[src/sv/lbd_pkg.sv]
// shared widths, register indexes and structs of the box decoder
package lbd_pkg;

    // field widths
    localparam int IMG_W    = 13;
    localparam int NET_W    = 12;
    localparam int COORD_W  = 16;
    localparam int SCORE_W  = 16;
    localparam int LABEL_W  = 7;
    localparam int EDGE_W   = 13;
    localparam int PROD_W   = IMG_W + NET_W;

    // stream and register port widths
    localparam int IN_DATA_W  = 80;
    localparam int OUT_DATA_W = 80;
    localparam int ADDR_W     = 5;
    localparam int APB_DATA_W = 32;
    localparam int REG_IDX_W  = 3;

    // divider operand widths
    localparam int DVD_W = 31;
    localparam int DVS_W = IMG_W;

    // job queue depth
    localparam int QUEUE_DEPTH = 2;

    // register indexes
    localparam logic [REG_IDX_W-1:0] REG_IMAGE_WIDTH  = 3'd0;
    localparam logic [REG_IDX_W-1:0] REG_IMAGE_HEIGHT = 3'd1;
    localparam logic [REG_IDX_W-1:0] REG_NET_WIDTH    = 3'd2;
    localparam logic [REG_IDX_W-1:0] REG_NET_HEIGHT   = 3'd3;
    localparam logic [REG_IDX_W-1:0] REG_SCORE_THRESH = 3'd4;

    // one kept proposal waiting for the mapping
    typedef struct packed {
        logic [COORD_W-1:0] cx;
        logic [COORD_W-1:0] cy;
        logic [COORD_W-1:0] w;
        logic [COORD_W-1:0] h;
        logic [LABEL_W-1:0] label;
        logic [SCORE_W-1:0] score;
    } t_job;

    // frame and network sizes, zero already forced to one
    typedef struct packed {
        logic [IMG_W-1:0] iw;
        logic [IMG_W-1:0] ih;
        logic [NET_W-1:0] nw;
        logic [NET_W-1:0] nh;
    } t_geom;

    // one decoded box
    typedef struct packed {
        logic [EDGE_W-1:0]  left;
        logic [EDGE_W-1:0]  top;
        logic [EDGE_W-1:0]  width;
        logic [EDGE_W-1:0]  height;
        logic [LABEL_W-1:0] label;
        logic [SCORE_W-1:0] score;
    } t_result;

    // divider request and response
    typedef struct packed {
        logic             valid;
        logic [DVD_W-1:0] dividend;
        logic [DVS_W-1:0] divisor;
    } t_div_req;

    typedef struct packed {
        logic             done;
        logic [DVD_W-1:0] quot;
    } t_div_rsp;

endpackage

[src/sv/lbd_front.sv]
// score front end: running best class per proposal and threshold decision
module lbd_front #(
    parameter int CLASS_COUNT = 80
) (
    input  logic                        i_clk,
    input  logic                        i_rst_n,
    input  logic                        i_valid,
    output logic                        o_ready,
    input  logic [lbd_pkg::COORD_W-1:0] i_cx,
    input  logic [lbd_pkg::COORD_W-1:0] i_cy,
    input  logic [lbd_pkg::COORD_W-1:0] i_w,
    input  logic [lbd_pkg::COORD_W-1:0] i_h,
    input  logic [lbd_pkg::SCORE_W-1:0] i_score,
    input  logic                        i_last,
    input  logic [lbd_pkg::SCORE_W-1:0] i_threshold,
    input  logic                        i_full,
    output logic                        o_push,
    output lbd_pkg::t_job               o_job
);
    import lbd_pkg::*;

    localparam int CIDX_W = $clog2(CLASS_COUNT + 1);

    logic [CIDX_W-1:0]  r_class_index, n_class_index;
    logic [CIDX_W-1:0]  r_best_class, n_best_class;
    logic [SCORE_W-1:0] r_best_score, n_best_score;
    logic [COORD_W-1:0] r_cx, r_cy, r_w, r_h;
    logic [COORD_W-1:0] n_cx, n_cy, n_w, n_h;
    logic               w_accept;
    logic               w_first;
    logic               w_in_range;

    // a beat is taken whenever the queue has room
    assign o_ready    = !i_full;
    assign w_accept   = i_valid && o_ready;
    assign w_first    = (r_class_index == '0);
    assign w_in_range = (r_class_index < CIDX_W'(CLASS_COUNT));

    // running maximum, first maximum wins ties
    always_comb begin
        n_class_index = r_class_index;
        n_best_score  = r_best_score;
        n_best_class  = r_best_class;
        n_cx          = r_cx;
        n_cy          = r_cy;
        n_w           = r_w;
        n_h           = r_h;
        if (w_first) begin
            n_cx         = i_cx;
            n_cy         = i_cy;
            n_w          = i_w;
            n_h          = i_h;
            n_best_score = i_score;
            n_best_class = '0;
        end else if (w_in_range && (i_score > r_best_score)) begin
            n_best_score = i_score;
            n_best_class = r_class_index;
        end
        if (w_in_range) begin
            n_class_index = r_class_index + 1'b1;
        end
        if (i_last) begin
            n_class_index = '0;
        end
    end

    // hand a kept proposal to the back end
    assign o_push      = w_accept && i_last && (n_best_score > i_threshold);
    assign o_job.cx    = n_cx;
    assign o_job.cy    = n_cy;
    assign o_job.w     = n_w;
    assign o_job.h     = n_h;
    assign o_job.label = LABEL_W'(n_best_class);
    assign o_job.score = n_best_score;

    // class counter
    always_ff @(posedge i_clk) begin
        if (!i_rst_n) begin
            r_class_index <= '0;
        end else if (w_accept) begin
            r_class_index <= n_class_index;
        end
    end

    // best score and class, and the held box, which is rewritten on the first score
    always_ff @(posedge i_clk) begin
        if (w_accept) begin
            r_best_score <= n_best_score;
            r_best_class <= n_best_class;
            r_cx         <= n_cx;
            r_cy         <= n_cy;
            r_w          <= n_w;
            r_h          <= n_h;
        end
    end

endmodule

[src/sv/lbd_queue.sv]
// short job queue between the score front end and the mapping back end
module lbd_queue (
    input  logic          i_clk,
    input  logic          i_rst_n,
    input  logic          i_push,
    input  lbd_pkg::t_job i_job,
    output logic          o_full,
    input  logic          i_pop,
    output logic          o_valid,
    output lbd_pkg::t_job o_job
);
    import lbd_pkg::*;

    localparam int PTR_W = (QUEUE_DEPTH > 1) ? $clog2(QUEUE_DEPTH) : 1;
    localparam int CNT_W = $clog2(QUEUE_DEPTH + 1);

    t_job             r_slot [QUEUE_DEPTH];
    logic [PTR_W-1:0] r_wr_ptr, r_rd_ptr;
    logic [CNT_W-1:0] r_count;
    logic             w_do_push, w_do_pop;

    assign o_full    = (r_count == CNT_W'(QUEUE_DEPTH));
    assign o_valid   = (r_count != '0);
    assign o_job     = r_slot[r_rd_ptr];
    assign w_do_push = i_push && !o_full;
    assign w_do_pop  = i_pop && o_valid;

    // pointers and fill count
    always_ff @(posedge i_clk) begin
        if (!i_rst_n) begin
            r_wr_ptr <= '0;
            r_rd_ptr <= '0;
            r_count  <= '0;
        end else begin
            if (w_do_push) begin
                r_wr_ptr <= (r_wr_ptr == PTR_W'(QUEUE_DEPTH - 1)) ? '0 : r_wr_ptr + 1'b1;
            end
            if (w_do_pop) begin
                r_rd_ptr <= (r_rd_ptr == PTR_W'(QUEUE_DEPTH - 1)) ? '0 : r_rd_ptr + 1'b1;
            end
            if (w_do_push && !w_do_pop) begin
                r_count <= r_count + 1'b1;
            end else if (w_do_pop && !w_do_push) begin
                r_count <= r_count - 1'b1;
            end
        end
    end

    // slot storage
    always_ff @(posedge i_clk) begin
        if (w_do_push) begin
            r_slot[r_wr_ptr] <= i_job;
        end
    end

endmodule

[src/sv/lbd_divider.sv]
// restoring unsigned divider, one quotient bit per cycle
module lbd_divider (
    input  logic              i_clk,
    input  logic              i_rst_n,
    input  lbd_pkg::t_div_req i_req,
    output lbd_pkg::t_div_rsp o_rsp
);
    import lbd_pkg::*;

    localparam int CNT_W = $clog2(DVD_W);

    logic             r_busy, r_done;
    logic [CNT_W-1:0] r_cnt;
    logic [DVD_W-1:0] r_quot;
    logic [DVS_W-1:0] r_rem, r_div;
    logic [DVS_W:0]   w_shift, w_trial;
    logic             w_ge;

    // shift in the next dividend bit and try the subtraction
    assign w_shift = {r_rem, r_quot[DVD_W-1]};
    assign w_trial = w_shift - {1'b0, r_div};
    assign w_ge    = !w_trial[DVS_W];

    assign o_rsp.done = r_done;
    assign o_rsp.quot = r_quot;

    // step counter
    always_ff @(posedge i_clk) begin
        if (!i_rst_n) begin
            r_busy <= 1'b0;
            r_done <= 1'b0;
            r_cnt  <= '0;
        end else begin
            r_done <= 1'b0;
            if (i_req.valid) begin
                r_busy <= 1'b1;
                r_cnt  <= '0;
            end else if (r_busy) begin
                r_cnt <= r_cnt + 1'b1;
                if (r_cnt == CNT_W'(DVD_W - 1)) begin
                    r_busy <= 1'b0;
                    r_done <= 1'b1;
                end
            end
        end
    end

    // partial remainder and quotient
    always_ff @(posedge i_clk) begin
        if (i_req.valid) begin
            r_quot <= i_req.dividend;
            r_rem  <= '0;
            r_div  <= i_req.divisor;
        end else if (r_busy) begin
            r_rem  <= w_ge ? w_trial[DVS_W-1:0] : w_shift[DVS_W-1:0];
            r_quot <= {r_quot[DVD_W-2:0], w_ge};
        end
    end

endmodule

[src/sv/lbd_back.sv]
// mapping back end: letterbox removal, rescale and clamp of the left, right, top and bottom edges
module lbd_back #(
    parameter int COORD_FRAC_BITS = 4
) (
    input  logic             i_clk,
    input  logic             i_rst_n,
    input  lbd_pkg::t_geom   i_geom,
    input  logic             i_job_valid,
    input  lbd_pkg::t_job    i_job,
    output logic             o_pop,
    output logic             o_valid,
    input  logic             i_ready,
    output lbd_pkg::t_result o_res
);
    import lbd_pkg::*;

    localparam int MUL_W = COORD_W + IMG_W;
    localparam int NUM_W = 32 + COORD_FRAC_BITS;
    localparam int PM_W  = DVD_W + IMG_W;

    typedef enum logic [10:0] {
        S_IDLE   = 11'b000_0000_0001,
        S_RATIO  = 11'b000_0000_0010,
        S_SELECT = 11'b000_0000_0100,
        S_PROD   = 11'b000_0000_1000,
        S_SUM    = 11'b000_0001_0000,
        S_DIV1   = 11'b000_0010_0000,
        S_MUL    = 11'b000_0100_0000,
        S_ISSUE  = 11'b000_1000_0000,
        S_DIV2   = 11'b001_0000_0000,
        S_NEXT   = 11'b010_0000_0000,
        S_EMIT   = 11'b100_0000_0000
    } t_state;

    t_state              r_state, n_state;
    t_job                r_job;
    logic [PROD_W-1:0]   r_pa, r_pb, r_pad;
    logic [IMG_W-1:0]    r_den;
    logic [NET_W-1:0]    r_ndom;
    logic                r_pad_y;
    logic [1:0]          r_edge;
    logic [MUL_W-1:0]    r_cd, r_sd;
    logic [DVD_W-1:0]    r_m;
    logic [EDGE_W-1:0]   r_edges [4];
    logic                r_out_valid;
    t_result             r_out;

    logic                w_axis_y, w_plus;
    logic [COORD_W-1:0]  w_c, w_s;
    logic [PROD_W-1:0]   w_pad;
    logic [IMG_W-1:0]    w_hi;
    logic signed [NUM_W-1:0] w_cd_ext, w_sd_ext, w_pad_sh, w_num;
    logic [NUM_W-1:0]    w_num_shr;
    logic                w_num_pos;
    logic [EDGE_W-1:0]   w_clamped;
    logic                w_emit;
    t_div_req            w_div_req;
    t_div_rsp            w_div_rsp;

    lbd_divider u_divider (
        .i_clk   (i_clk),
        .i_rst_n (i_rst_n),
        .i_req   (w_div_req),
        .o_rsp   (w_div_rsp)
    );

    // edge order: left, right, top, bottom
    assign w_axis_y = r_edge[1];
    assign w_plus   = r_edge[0];
    assign w_c      = w_axis_y ? r_job.cy : r_job.cx;
    assign w_s      = w_axis_y ? r_job.h : r_job.w;
    assign w_pad    = (w_axis_y == r_pad_y) ? r_pad : '0;
    assign w_hi     = w_axis_y ? (i_geom.ih - IMG_W'(1)) : (i_geom.iw - IMG_W'(1));

    // numerator 2*c*den -+ s*den - 2^F*pad
    assign w_cd_ext  = NUM_W'(r_cd);
    assign w_sd_ext  = NUM_W'(r_sd);
    assign w_pad_sh  = NUM_W'(w_pad) << COORD_FRAC_BITS;
    assign w_num     = (w_cd_ext <<< 1) + (w_plus ? w_sd_ext : -w_sd_ext) - w_pad_sh;
    assign w_num_pos = !w_num[NUM_W-1] && (w_num != '0);
    assign w_num_shr = w_num >> (COORD_FRAC_BITS + 1);

    // clamp the rescaled edge to the frame
    assign w_clamped = (w_div_rsp.quot > DVD_W'(w_hi)) ? w_hi : w_div_rsp.quot[EDGE_W-1:0];

    // divider requests: network edge first, then the rescale
    always_comb begin
        w_div_req = '0;
        if ((r_state == S_SUM) && w_num_pos) begin
            w_div_req.valid    = 1'b1;
            w_div_req.dividend = w_num_shr[DVD_W-1:0];
            w_div_req.divisor  = r_den;
        end else if (r_state == S_ISSUE) begin
            w_div_req.valid    = 1'b1;
            w_div_req.dividend = r_m;
            w_div_req.divisor  = DVS_W'(r_ndom);
        end
    end

    assign o_pop   = (r_state == S_IDLE) && i_job_valid;
    assign w_emit  = (r_state == S_EMIT) && (!r_out_valid || i_ready);
    assign o_valid = r_out_valid;
    assign o_res   = r_out;

    // sequencer
    always_comb begin
        n_state = r_state;
        unique case (r_state)
            S_IDLE:   if (i_job_valid) n_state = S_RATIO;
            S_RATIO:  n_state = S_SELECT;
            S_SELECT: n_state = S_PROD;
            S_PROD:   n_state = S_SUM;
            S_SUM:    n_state = w_num_pos ? S_DIV1 : S_NEXT;
            S_DIV1:   if (w_div_rsp.done) n_state = S_MUL;
            S_MUL:    n_state = S_ISSUE;
            S_ISSUE:  n_state = S_DIV2;
            S_DIV2:   if (w_div_rsp.done) n_state = S_NEXT;
            S_NEXT:   n_state = (r_edge == 2'd3) ? S_EMIT : S_PROD;
            S_EMIT:   if (w_emit) n_state = S_IDLE;
            default:  n_state = S_IDLE;
        endcase
    end

    // state and output valid
    always_ff @(posedge i_clk) begin
        if (!i_rst_n) begin
            r_state     <= S_IDLE;
            r_out_valid <= 1'b0;
        end else begin
            r_state <= n_state;
            if (w_emit) begin
                r_out_valid <= 1'b1;
            end else if (i_ready) begin
                r_out_valid <= 1'b0;
            end
        end
    end

    // datapath registers
    always_ff @(posedge i_clk) begin
        if (o_pop) begin
            r_job <= i_job;
        end
        // padding comes from the cross products of the sizes
        if (r_state == S_RATIO) begin
            r_pa <= PROD_W'(i_geom.nh) * PROD_W'(i_geom.iw);
            r_pb <= PROD_W'(i_geom.nw) * PROD_W'(i_geom.ih);
        end
        // smaller ratio picks the scaling axis
        if (r_state == S_SELECT) begin
            r_edge <= 2'd0;
            if (r_pa > r_pb) begin
                r_den   <= i_geom.iw;
                r_ndom  <= i_geom.nw;
                r_pad   <= r_pa - r_pb;
                r_pad_y <= 1'b1;
            end else begin
                r_den   <= i_geom.ih;
                r_ndom  <= i_geom.nh;
                r_pad   <= r_pb - r_pa;
                r_pad_y <= 1'b0;
            end
        end
        if (r_state == S_PROD) begin
            r_cd <= MUL_W'(w_c) * MUL_W'(r_den);
            r_sd <= MUL_W'(w_s) * MUL_W'(r_den);
        end
        // an edge left of or above the frame clamps to zero
        if ((r_state == S_SUM) && !w_num_pos) begin
            r_edges[r_edge] <= '0;
        end
        if ((r_state == S_MUL)) begin
            r_m <= DVD_W'(PM_W'(w_div_rsp.quot) * PM_W'(r_den));
        end
        if ((r_state == S_DIV2) && w_div_rsp.done) begin
            r_edges[r_edge] <= w_clamped;
        end
        if (r_state == S_NEXT) begin
            r_edge <= r_edge + 1'b1;
        end
        if (w_emit) begin
            r_out.left   <= r_edges[0];
            r_out.top    <= r_edges[2];
            r_out.width  <= r_edges[1] - r_edges[0];
            r_out.height <= r_edges[3] - r_edges[2];
            r_out.label  <= r_job.label;
            r_out.score  <= r_job.score;
        end
    end

endmodule

[src/sv/letterbox_detection_box_decode_top.sv]
// top level of the letterbox detection box decoder
//
// Input stream: one beat per class score of a detection proposal; tdata carries
// the centre-form box (Q12.4) and the score (Q0.16), tlast marks the last score.
// The box is taken with the first score of each proposal.
// Output stream: one beat per kept proposal, the box in image pixels with label
// and score. Proposals whose best score is not above the threshold give no beat.
// Register port: five registers (frame size, network size, score threshold) at
// byte addresses 0, 4, 8, 12 and 16; write them only while the block is idle.
// Throughput: one score per cycle while the two-entry job queue has room.
// Each kept proposal runs up to eight divisions, two per edge, on the single
// shared divider, and the back end takes no new box until the result of the
// last one is in the output register.
// Reset: registers return to 640 x 480 frame, 640 x 640 network, threshold
// 0.25; the class counter and the queue are emptied.
// Output stall: the result beat holds; the back end waits with its next box,
// the queue fills and s_axis_tready falls once both queue entries are taken.
module letterbox_detection_box_decode_top #(
    parameter int CLASS_COUNT     = 80,
    parameter int COORD_FRAC_BITS = 4
) (
    input  logic                              i_clk,
    input  logic                              i_rst_n,
    // score stream
    input  logic                              s_axis_tvalid,
    output logic                              s_axis_tready,
    // box_cx, box_cy, box_w, box_h, class_score
    input  logic [lbd_pkg::IN_DATA_W-1:0]     s_axis_tdata,
    // last_class
    input  logic                              s_axis_tlast,
    // result stream
    output logic                              m_axis_tvalid,
    input  logic                              m_axis_tready,
    // left, top, width, height, label, score, zero fill
    output logic [lbd_pkg::OUT_DATA_W-1:0]    m_axis_tdata,
    // register port
    input  logic                              psel,
    input  logic                              penable,
    input  logic                              pwrite,
    input  logic [lbd_pkg::ADDR_W-1:0]        paddr,
    input  logic [lbd_pkg::APB_DATA_W-1:0]    pwdata,
    output logic [lbd_pkg::APB_DATA_W-1:0]    prdata,
    output logic                              pready
);
    import lbd_pkg::*;

    logic [IMG_W-1:0]     r_image_width, r_image_height;
    logic [NET_W-1:0]     r_net_width, r_net_height;
    logic [SCORE_W-1:0]   r_score_threshold;
    logic [REG_IDX_W-1:0] w_reg_idx;
    logic                 w_wr;
    t_geom                w_geom;
    t_job                 w_push_job, w_pop_job;
    logic                 w_push, w_full, w_pop, w_job_valid;
    t_result              w_res;

    // register port
    assign pready    = 1'b1;
    assign w_reg_idx = paddr[ADDR_W-1:2];
    assign w_wr      = psel && penable && pwrite;

    always_ff @(posedge i_clk) begin
        if (!i_rst_n) begin
            r_image_width     <= IMG_W'(640);
            r_image_height    <= IMG_W'(480);
            r_net_width       <= NET_W'(640);
            r_net_height      <= NET_W'(640);
            r_score_threshold <= SCORE_W'(16384);
        end else if (w_wr) begin
            unique case (w_reg_idx)
                REG_IMAGE_WIDTH:  r_image_width     <= pwdata[IMG_W-1:0];
                REG_IMAGE_HEIGHT: r_image_height    <= pwdata[IMG_W-1:0];
                REG_NET_WIDTH:    r_net_width       <= pwdata[NET_W-1:0];
                REG_NET_HEIGHT:   r_net_height      <= pwdata[NET_W-1:0];
                REG_SCORE_THRESH: r_score_threshold <= pwdata[SCORE_W-1:0];
                default: ;
            endcase
        end
    end

    // register read back
    always_comb begin
        unique case (w_reg_idx)
            REG_IMAGE_WIDTH:  prdata = APB_DATA_W'(r_image_width);
            REG_IMAGE_HEIGHT: prdata = APB_DATA_W'(r_image_height);
            REG_NET_WIDTH:    prdata = APB_DATA_W'(r_net_width);
            REG_NET_HEIGHT:   prdata = APB_DATA_W'(r_net_height);
            REG_SCORE_THRESH: prdata = APB_DATA_W'(r_score_threshold);
            default:          prdata = '0;
        endcase
    end

    // a zero size counts as one
    assign w_geom.iw = (r_image_width == '0) ? IMG_W'(1) : r_image_width;
    assign w_geom.ih = (r_image_height == '0) ? IMG_W'(1) : r_image_height;
    assign w_geom.nw = (r_net_width == '0) ? NET_W'(1) : r_net_width;
    assign w_geom.nh = (r_net_height == '0) ? NET_W'(1) : r_net_height;

    lbd_front #(
        .CLASS_COUNT (CLASS_COUNT)
    ) u_front (
        .i_clk       (i_clk),
        .i_rst_n     (i_rst_n),
        .i_valid     (s_axis_tvalid),
        .o_ready     (s_axis_tready),
        .i_cx        (s_axis_tdata[15:0]),
        .i_cy        (s_axis_tdata[31:16]),
        .i_w         (s_axis_tdata[47:32]),
        .i_h         (s_axis_tdata[63:48]),
        .i_score     (s_axis_tdata[79:64]),
        .i_last      (s_axis_tlast),
        .i_threshold (r_score_threshold),
        .i_full      (w_full),
        .o_push      (w_push),
        .o_job       (w_push_job)
    );

    lbd_queue u_queue (
        .i_clk   (i_clk),
        .i_rst_n (i_rst_n),
        .i_push  (w_push),
        .i_job   (w_push_job),
        .o_full  (w_full),
        .i_pop   (w_pop),
        .o_valid (w_job_valid),
        .o_job   (w_pop_job)
    );

    lbd_back #(
        .COORD_FRAC_BITS (COORD_FRAC_BITS)
    ) u_back (
        .i_clk       (i_clk),
        .i_rst_n     (i_rst_n),
        .i_geom      (w_geom),
        .i_job_valid (w_job_valid),
        .i_job       (w_pop_job),
        .o_pop       (w_pop),
        .o_valid     (m_axis_tvalid),
        .i_ready     (m_axis_tready),
        .o_res       (w_res)
    );

    // result beat, left edge in the lowest bits
    assign m_axis_tdata = OUT_DATA_W'({w_res.score, w_res.label, w_res.height,
                                       w_res.width, w_res.top, w_res.left});

endmodule

[config.mk]
export PLATFORM = sky130hd
export DESIGN_NAME = letterbox_detection_box_decode_top
export DESIGN_NICKNAME = d
export VERILOG_FILES = /design/src/sv/lbd_pkg.sv /design/src/sv/lbd_front.sv /design/src/sv/lbd_queue.sv /design/src/sv/lbd_divider.sv /design/src/sv/lbd_back.sv /design/src/sv/letterbox_detection_box_decode_top.sv
export SDC_FILE = /design/constraint.sdc
export NUM_CORES = 2
export LEC_CHECK = 0
export ABC_AREA = 1
export ABC_CLOCK_PERIOD_IN_PS = 7900
export BUFFER_PORTS_ARGS = -buffer_cell sky130_fd_sc_hd__buf_2
export CAP_MARGIN = 25
export CORE_MARGIN = 2
export CORE_UTILIZATION = 55
export DETAILED_ROUTE_END_ITERATION = 10
export PLACE_DENSITY = 0.75
export REMOVE_ABC_BUFFERS = 1
export SLEW_MARGIN = 20
export SYNTH_ARGS = -nofsm -noshare
export SYNTH_HDL_FRONTEND = slang
export SYNTH_SLANG_ARGS = --single-unit
[constraint.sdc]
create_clock -name i_clk -period 7.9 [get_ports i_clk]
set_input_delay 1.58 -clock i_clk [delete_from_list [all_inputs] [get_ports i_clk]]
set_output_delay 1.58 -clock i_clk [all_outputs]
set_load 0.05 [all_outputs]
; After elaboration in Yosys (flattened, before gate mapping)
; Memories as Yosys holds them, arrays and structs flattened. A register that Yosys moved wholly into a read port is not among the register bits.
; Cells that the tools add are included.
[totals]
reg_bits = 507
ramBits = 226
input_bits = 125
output_inout_bits = 115
n_memories = 2
[memory_table]
columns = name, depth, width, read_ports, rd_clocked_by_memory_dff, write_ports, line
row1 = u_queue.r_slot, 2, 87, 1, 1, 1, lbd_queue.sv:17  ; t_job r_slot [QUEUE_DEPTH];
row2 = u_back.r_edges, 4, 13, 4, 0, 1, lbd_back.sv:44  ; logic [EDGE_W-1:0] r_edges [4];
[classes]
n_addsub = 17
n_mul = 5
n_lt_le_gt_ge = 5
n_eq_ne = 23
n_mux = 56
n_bitwise = 3
n_reduce_logical = 46
[op_table]
columns = cell, n
row1 = 2-to-1 mux 16 bit, 8
row2 = case mux 11 bit (11 select lines), 1
row3 = 2-to-1 mux 13 bit, 7
row4 = 2-to-1 mux 45 bit, 2
row5 = case mux 16 bit (5 select lines), 1
row6 = 2-to-1 mux 31 bit, 2
row7 = multiplier 16 x 13 -> 29 bit, 2
row8 = 2-to-1 mux 11 bit, 5
row9 = multiplier 12 x 13 -> 25 bit, 2
row10 = 2-to-1 mux 25 bit, 2
row11 = subtractor 25 bit, 2
row12 = adder 31 x 36 -> 36 bit, 1
row13 = 2-to-1 mux 12 bit, 3
row14 = 2-to-1 mux 36 bit, 1
row15 = negator 29 -> 36 bit, 1
row16 = nonzero test 36 bit, 1
row17 = subtractor 36 x 30 -> 36 bit, 1
row18 = greater-than comparator 16 bit, 2
row19 = greater-than comparator 31 x 13 -> 1 bit, 1
row20 = multiplier 31 x 13 -> 31 bit, 1
row21 = 2-to-1 mux 7 bit, 4
row22 = zero test 13 bit, 2
row23 = subtractor 13 x 1 -> 13 bit (second input constant), 2
row24 = subtractor 13 bit, 2
row25 = other kinds (43), 99

; Depth between registers and ports, before layout
[depth]
word_depth = 11
mapped_depth = 35
depth_no_buf = 34

; Hierarchy
; From an unflattened synthesis, not the netlist that was laid out.
[hier_totals]
cells_unflattened = 8476
hier_area_um2 = 74846.8
[modules_own_cells]
columns = mod, instances, cells_per_inst, area_per_inst_um2, seq_area_each_um2
row1 = lbd_back, 1, 6634, 55657.1, 12431.9
row2 = lbd_queue, 1, 308, 6640.1, 5325.1
row3 = lbd_front, 1, 437, 5002.3, 2752.6
row4 = letterbox_detection_box_decode_top, 1, 641, 3941.3, 1321.3
row5 = lbd_divider, 1, 456, 3606.0, 1721.7

; Worst setup path before layout
; Ideal clock, no wire load.
[synth_timing]
path_kind = input to register
from = input port s_axis_tdata[67] (netlist name)
to = memory u_queue.r_slot[1][0] (netlist name) (enable)
setup_time_ps = 534
t_arrival_ps = 7799
required_time_ps = 7366
setup_slack_ps = -433
stages = 20
n_path_buf = 1
path_cell_list = ha_1 -> nand2_1 -> o21a_1 -> o221ai_1 -> nand3_1 -> a32oi_1 -> o21ai_0 -> nand2_1 -> clkbuf_1 -> o21ai_0 -> ha_1 -> inv_1 -> nor2_1 -> nor2_1 -> o21a_1 -> o221ai_1 -> nand2_1 -> nand2_1 -> nand2_1 -> nor2_1
[synth_via]
elab_chain_cells = 9
[synth_lines]
columns = element, line
row1 = start: declaration, letterbox_detection_box_decode_top.sv:28  ; input logic [lbd_pkg::IN_DATA_W-1:0] s_axis_tdata,
row2 = greater-than comparator 16 bit, lbd_front.sv:55  ; end else if (w_in_range && (i_score > r_best_score)) begin
row3 = logical AND 1 bit, lbd_front.sv:55
row4 = 2-to-1 mux 16 bit, lbd_front.sv:55
row5 = 2-to-1 mux 16 bit, lbd_front.sv:48  ; if (w_first) begin
row6 = via u_front.n_best_score[1], lbd_front.sv:26  ; logic [SCORE_W-1:0] r_best_score, n_best_score;
row7 = greater-than comparator 16 bit, lbd_front.sv:68  ; assign o_push = w_accept && i_last && (n_best_score > i_threshold);
row8 = logical AND 1 bit, lbd_front.sv:68
row9 = logical AND 1 bit, lbd_queue.sv:25  ; assign w_do_push = i_push && !o_full;
row10 = 2-to-1 mux 1 bit, lbd_queue.sv:51  ; if (w_do_push) begin
row11 = 2-to-1 mux 1 bit (not written as such), lbd_queue.sv:52  ; r_slot[r_wr_ptr] <= i_job;
row12 = end: declaration, lbd_queue.sv:17
; The timed path passes the listed nets, and every way through them passes these cells.

; Final worst setup path
[layout_timing]
from = register u_back.r_edge[1]
to = register u_back.r_sd[26], data pin
[layout_via]
elab_chain_cells = 2
[layout_lines]
columns = element, line
row1 = start: declaration, lbd_back.sv:41  ; logic [1:0] r_edge;
row2 = start signal: assignment, lbd_back.sv:179  ; r_edge <= r_edge + 1'b1;
row3 = 2-to-1 mux 16 bit, lbd_back.sv:71  ; assign w_s = w_axis_y ? r_job.h : r_job.w;
row4 = multiplier 16 x 13 -> 29 bit, lbd_back.sv:166  ; r_sd <= MUL_W'(w_s) * MUL_W'(r_den);
row5 = end signal: assignment, lbd_back.sv:166
row6 = end: declaration, lbd_back.sv:42  ; logic [MUL_W-1:0] r_cd, r_sd;
; Every way passes these cells.
; A chain may end at the register's enable or synchronous reset.

==> impl_metrics.ini <==
[run_status]
outcome = complete, no violations

[timing]
setup_viol = 0
finalHoldViolations = 0
slew_viol_final = 0
grt_setup_unrepaired = false
fin_crit_ns = 7.01
fmax_ghz = 0.143
tightestPinTransition_ns = 1.07
fin_crit_sh_pct = 88.8
fin_skew_ns = 0.0586
slew_headroom_pct = 27.8

[grt]
grt_usage_pct = 28.3
grt_pass1_wl_mm = 301
grt_pass1_vias = 56199
grt_max_degree = 88
grt_overflow = 0
antenna_found_initial = 3

[clock_tree]
clockBufferDepth = 3
path_clk_slew_ns = 0.06
htreeDepth = 3
cts_hold_buf = 0
cts_resized = 0
cts_buffers = 88
cts_sinks = 820
root_buffer = clkbuf_16
cts_tree = yes
post-cts-setup-buffers = 0
clock_latency_ns = 0.74

[floorplanning]
die_y_um = 367
coreArea_um2 = 131000
rows = 133
initial_core_util_pct = 55.3
io-pin-count = 240
die_area_um2 = 135000
die_w_um = 367

[worst_setup_path]
required_ns = 8.47
path_class = flip-flop to flip-flop
r2r_cells = 25
crit_fanout = 25
timing.rr.start = u_back.r_edge[1]
rrSetupSlack_ns = 0.89
crit_path_top_delay_cell = inv_1
startpoint_type = flip-flop
cp-end-kind = flip-flop
critPathMaxStageDelay_ns = 0.74
r2r_end = u_back.r_sd[26]
cp.arrival_ns = 7.58

[placement]
post-dp-hpwl_mm = 145
dpl-instance-area_um2 = 75200
io_buffers = 199
gp_congestion = 0.961

[synthesis]
yosysWarnings = 0
syn_area_um2 = 72500
synth-main-ff-cell = edfxtp_1
synthCells = 8211
async_flop_share_pct = 0
yosysUniqueCellTypes = 57
yosys.area.top_type = edfxtp_1
ys_seq_elements = 820
synth_edf_count = 711
seq_area_frac_synth_pct = 32.5
synth_top_area_share_pct = 29.5
netlist_top_cells_area = edfxtp_1, fa_1, nand2_1
syn_avg_cell_area_um2 = 8.83

[cells_and_area]
final_cell_mix = nand2_1, inv_1, fa_1
syn2layout_area_growth_pct = 7.73
nets = 9736
layout_commonest_cell = nand2_1
layout-drive-gt1-share_pct = 6.39
stdcell_area_um2 = 78100

[route]
ant_nets = 0
route.detailed.drc = 0
routed-via-count = 55284
dr.pass1.iters = 6
drt_wl_total_mm = 189
drt_first_iter_violations = 4724
via_per_inst = 5.46
wire_per_inst_um = 18.7

[power]
p_per_area_nw_per_um2 = 447
peakVddDrop_mv = 1.25
total_power_mw = 34.9
p_leak_nw = 38.5

[worst_hold_path]
min_to = u_back.o_res[15]
hold_depth = 0
hold_path.startpoint = u_back.r_job[15]
hold_class = flip-flop to flip-flop

[run]
cap_viol_max_count = 0
## flip-flops by register name (all words and copies together) (netlist names), 25 cells and up
name / cells
u_back.r_edges: 52
u_back.r_m: 31
u_back.r_pb: 25
u_back.r_sd: 29
u_back.r_pa: 25
u_queue.r_slot: 174
u_back.o_res: 75
u_back.r_cd: 29
u_back.u_divider.r_quot: 31
u_back.r_job: 87
u_back.r_pad: 25
## cell type report
type	instances	area, um^2
clock inverters	47	517
well taps	1755	2200
repair buffers	284	1700
fillers	11223	53100
multi-input cells	5421	41500
inverters	1686	6330
clock buffers	110	2340
diodes	3	7.51
flip-flops and latches	820	23500
## cells by family after synthesis
logic type                 share of synthesized area [%]
adders and majority gates                           31.0
and+or+nand+nor                                     17.0
muxes                                             0.0552
buffers and inverters                               10.5
other                                             0.0104
DFF                                                 32.5
xor gates and xnor gates                            3.01
AOI/OAI and AO/OA                                   6.04
## critical path: cells and delay by family (launching register included)
| family | cells | cell delay [ns] |
|---|---|---|
| xor+xnor | 1 | 0.18 |
| fa+ha+maj | 6 | 2.90 |
| compound gates | 5 | 1.09 |
| flops | 1 | 0.39 |
| simple gates | 7 | 0.69 |
| buf+inv | 6 | 1.56 |
## layer usage
metal	part of all wire, %	global-route usage (%)	vias to the layer above
met3	7.8	4.27	430
met1	40	37.4	27030
met4	4.3	11.5	0
met5	0	0	-
li1	-	-	25559
met2	48	46.9	2265
## cell usage after synthesis, types with 12 or more instances
master	n
o21ai_1	23
inv_1	1653
nand3_2	14
o22ai_1	12
nand3_1	152
fa_1	805
clkinv_1	24
xor2_1	170
or2_2	65
a31oi_1	17
o211ai_1	21
nand4_1	67
nor2_1	423
nand2_1	2200
dfxtp_1	109
o221ai_1	16
edfxtp_1	711
nor4_1	20
clkbuf_1	247
a21oi_1	355
xnor2_1	79
buf_1	19
o21bai_1	15
o21ai_0	273
ha_1	505
nor3_1	53
buf_4	25
## through the flow
step / util (%) / instances / worst slack [ns] / setup TNS [ns] / hold WS, ns
6_report: 59.5 / 10126 / 0.888 / 0 / 0.414
5_1_grt: 59.5 / 10123 / 0.427 / 0 / 0.418
4_1_cts: 59.5 / 10123 / 0.908 / 0 / 0.414
3_5_place_dp: 57.4 / 9966 / 0.906 / 0 / 0.405
3_3_place_gp: 57.4 / 9966 / 0.937 / 0 / 0.406
2_1_floorplan: - / 7927 / -0.948 / -163.07 / 0.400
## power breakdown
part / switching (mW) / leakage, nW / internal, mW
Sequential: 0.167 / 7.53 / 6.78
Clock: 1.82 / 1.38 / 2.29
Combinational: 14.7 / 29.5 / 9.16
Total: 16.6 / 38.5 / 18.2
## how the worst max path moves through the flow
stage,start,end,slack [ns],cells after the start
finish,u_back.r_edge[1],u_back.r_sd[26],0.89,25
global route,u_back.r_edge[1],u_back.r_cd[27],0.43,25
CTS,u_back.r_edge[1],u_back.r_cd[27],0.91,25
detailed placement,u_back.r_edge[1],u_back.r_sd[26],0.91,26
global placement,u_back.r_edge[1],u_back.r_sd[26],0.94,26
floorplan,s_axis_tdata[67],u_queue.r_slot[1][0],-0.95,19
(Power assumes the default switching activity.)
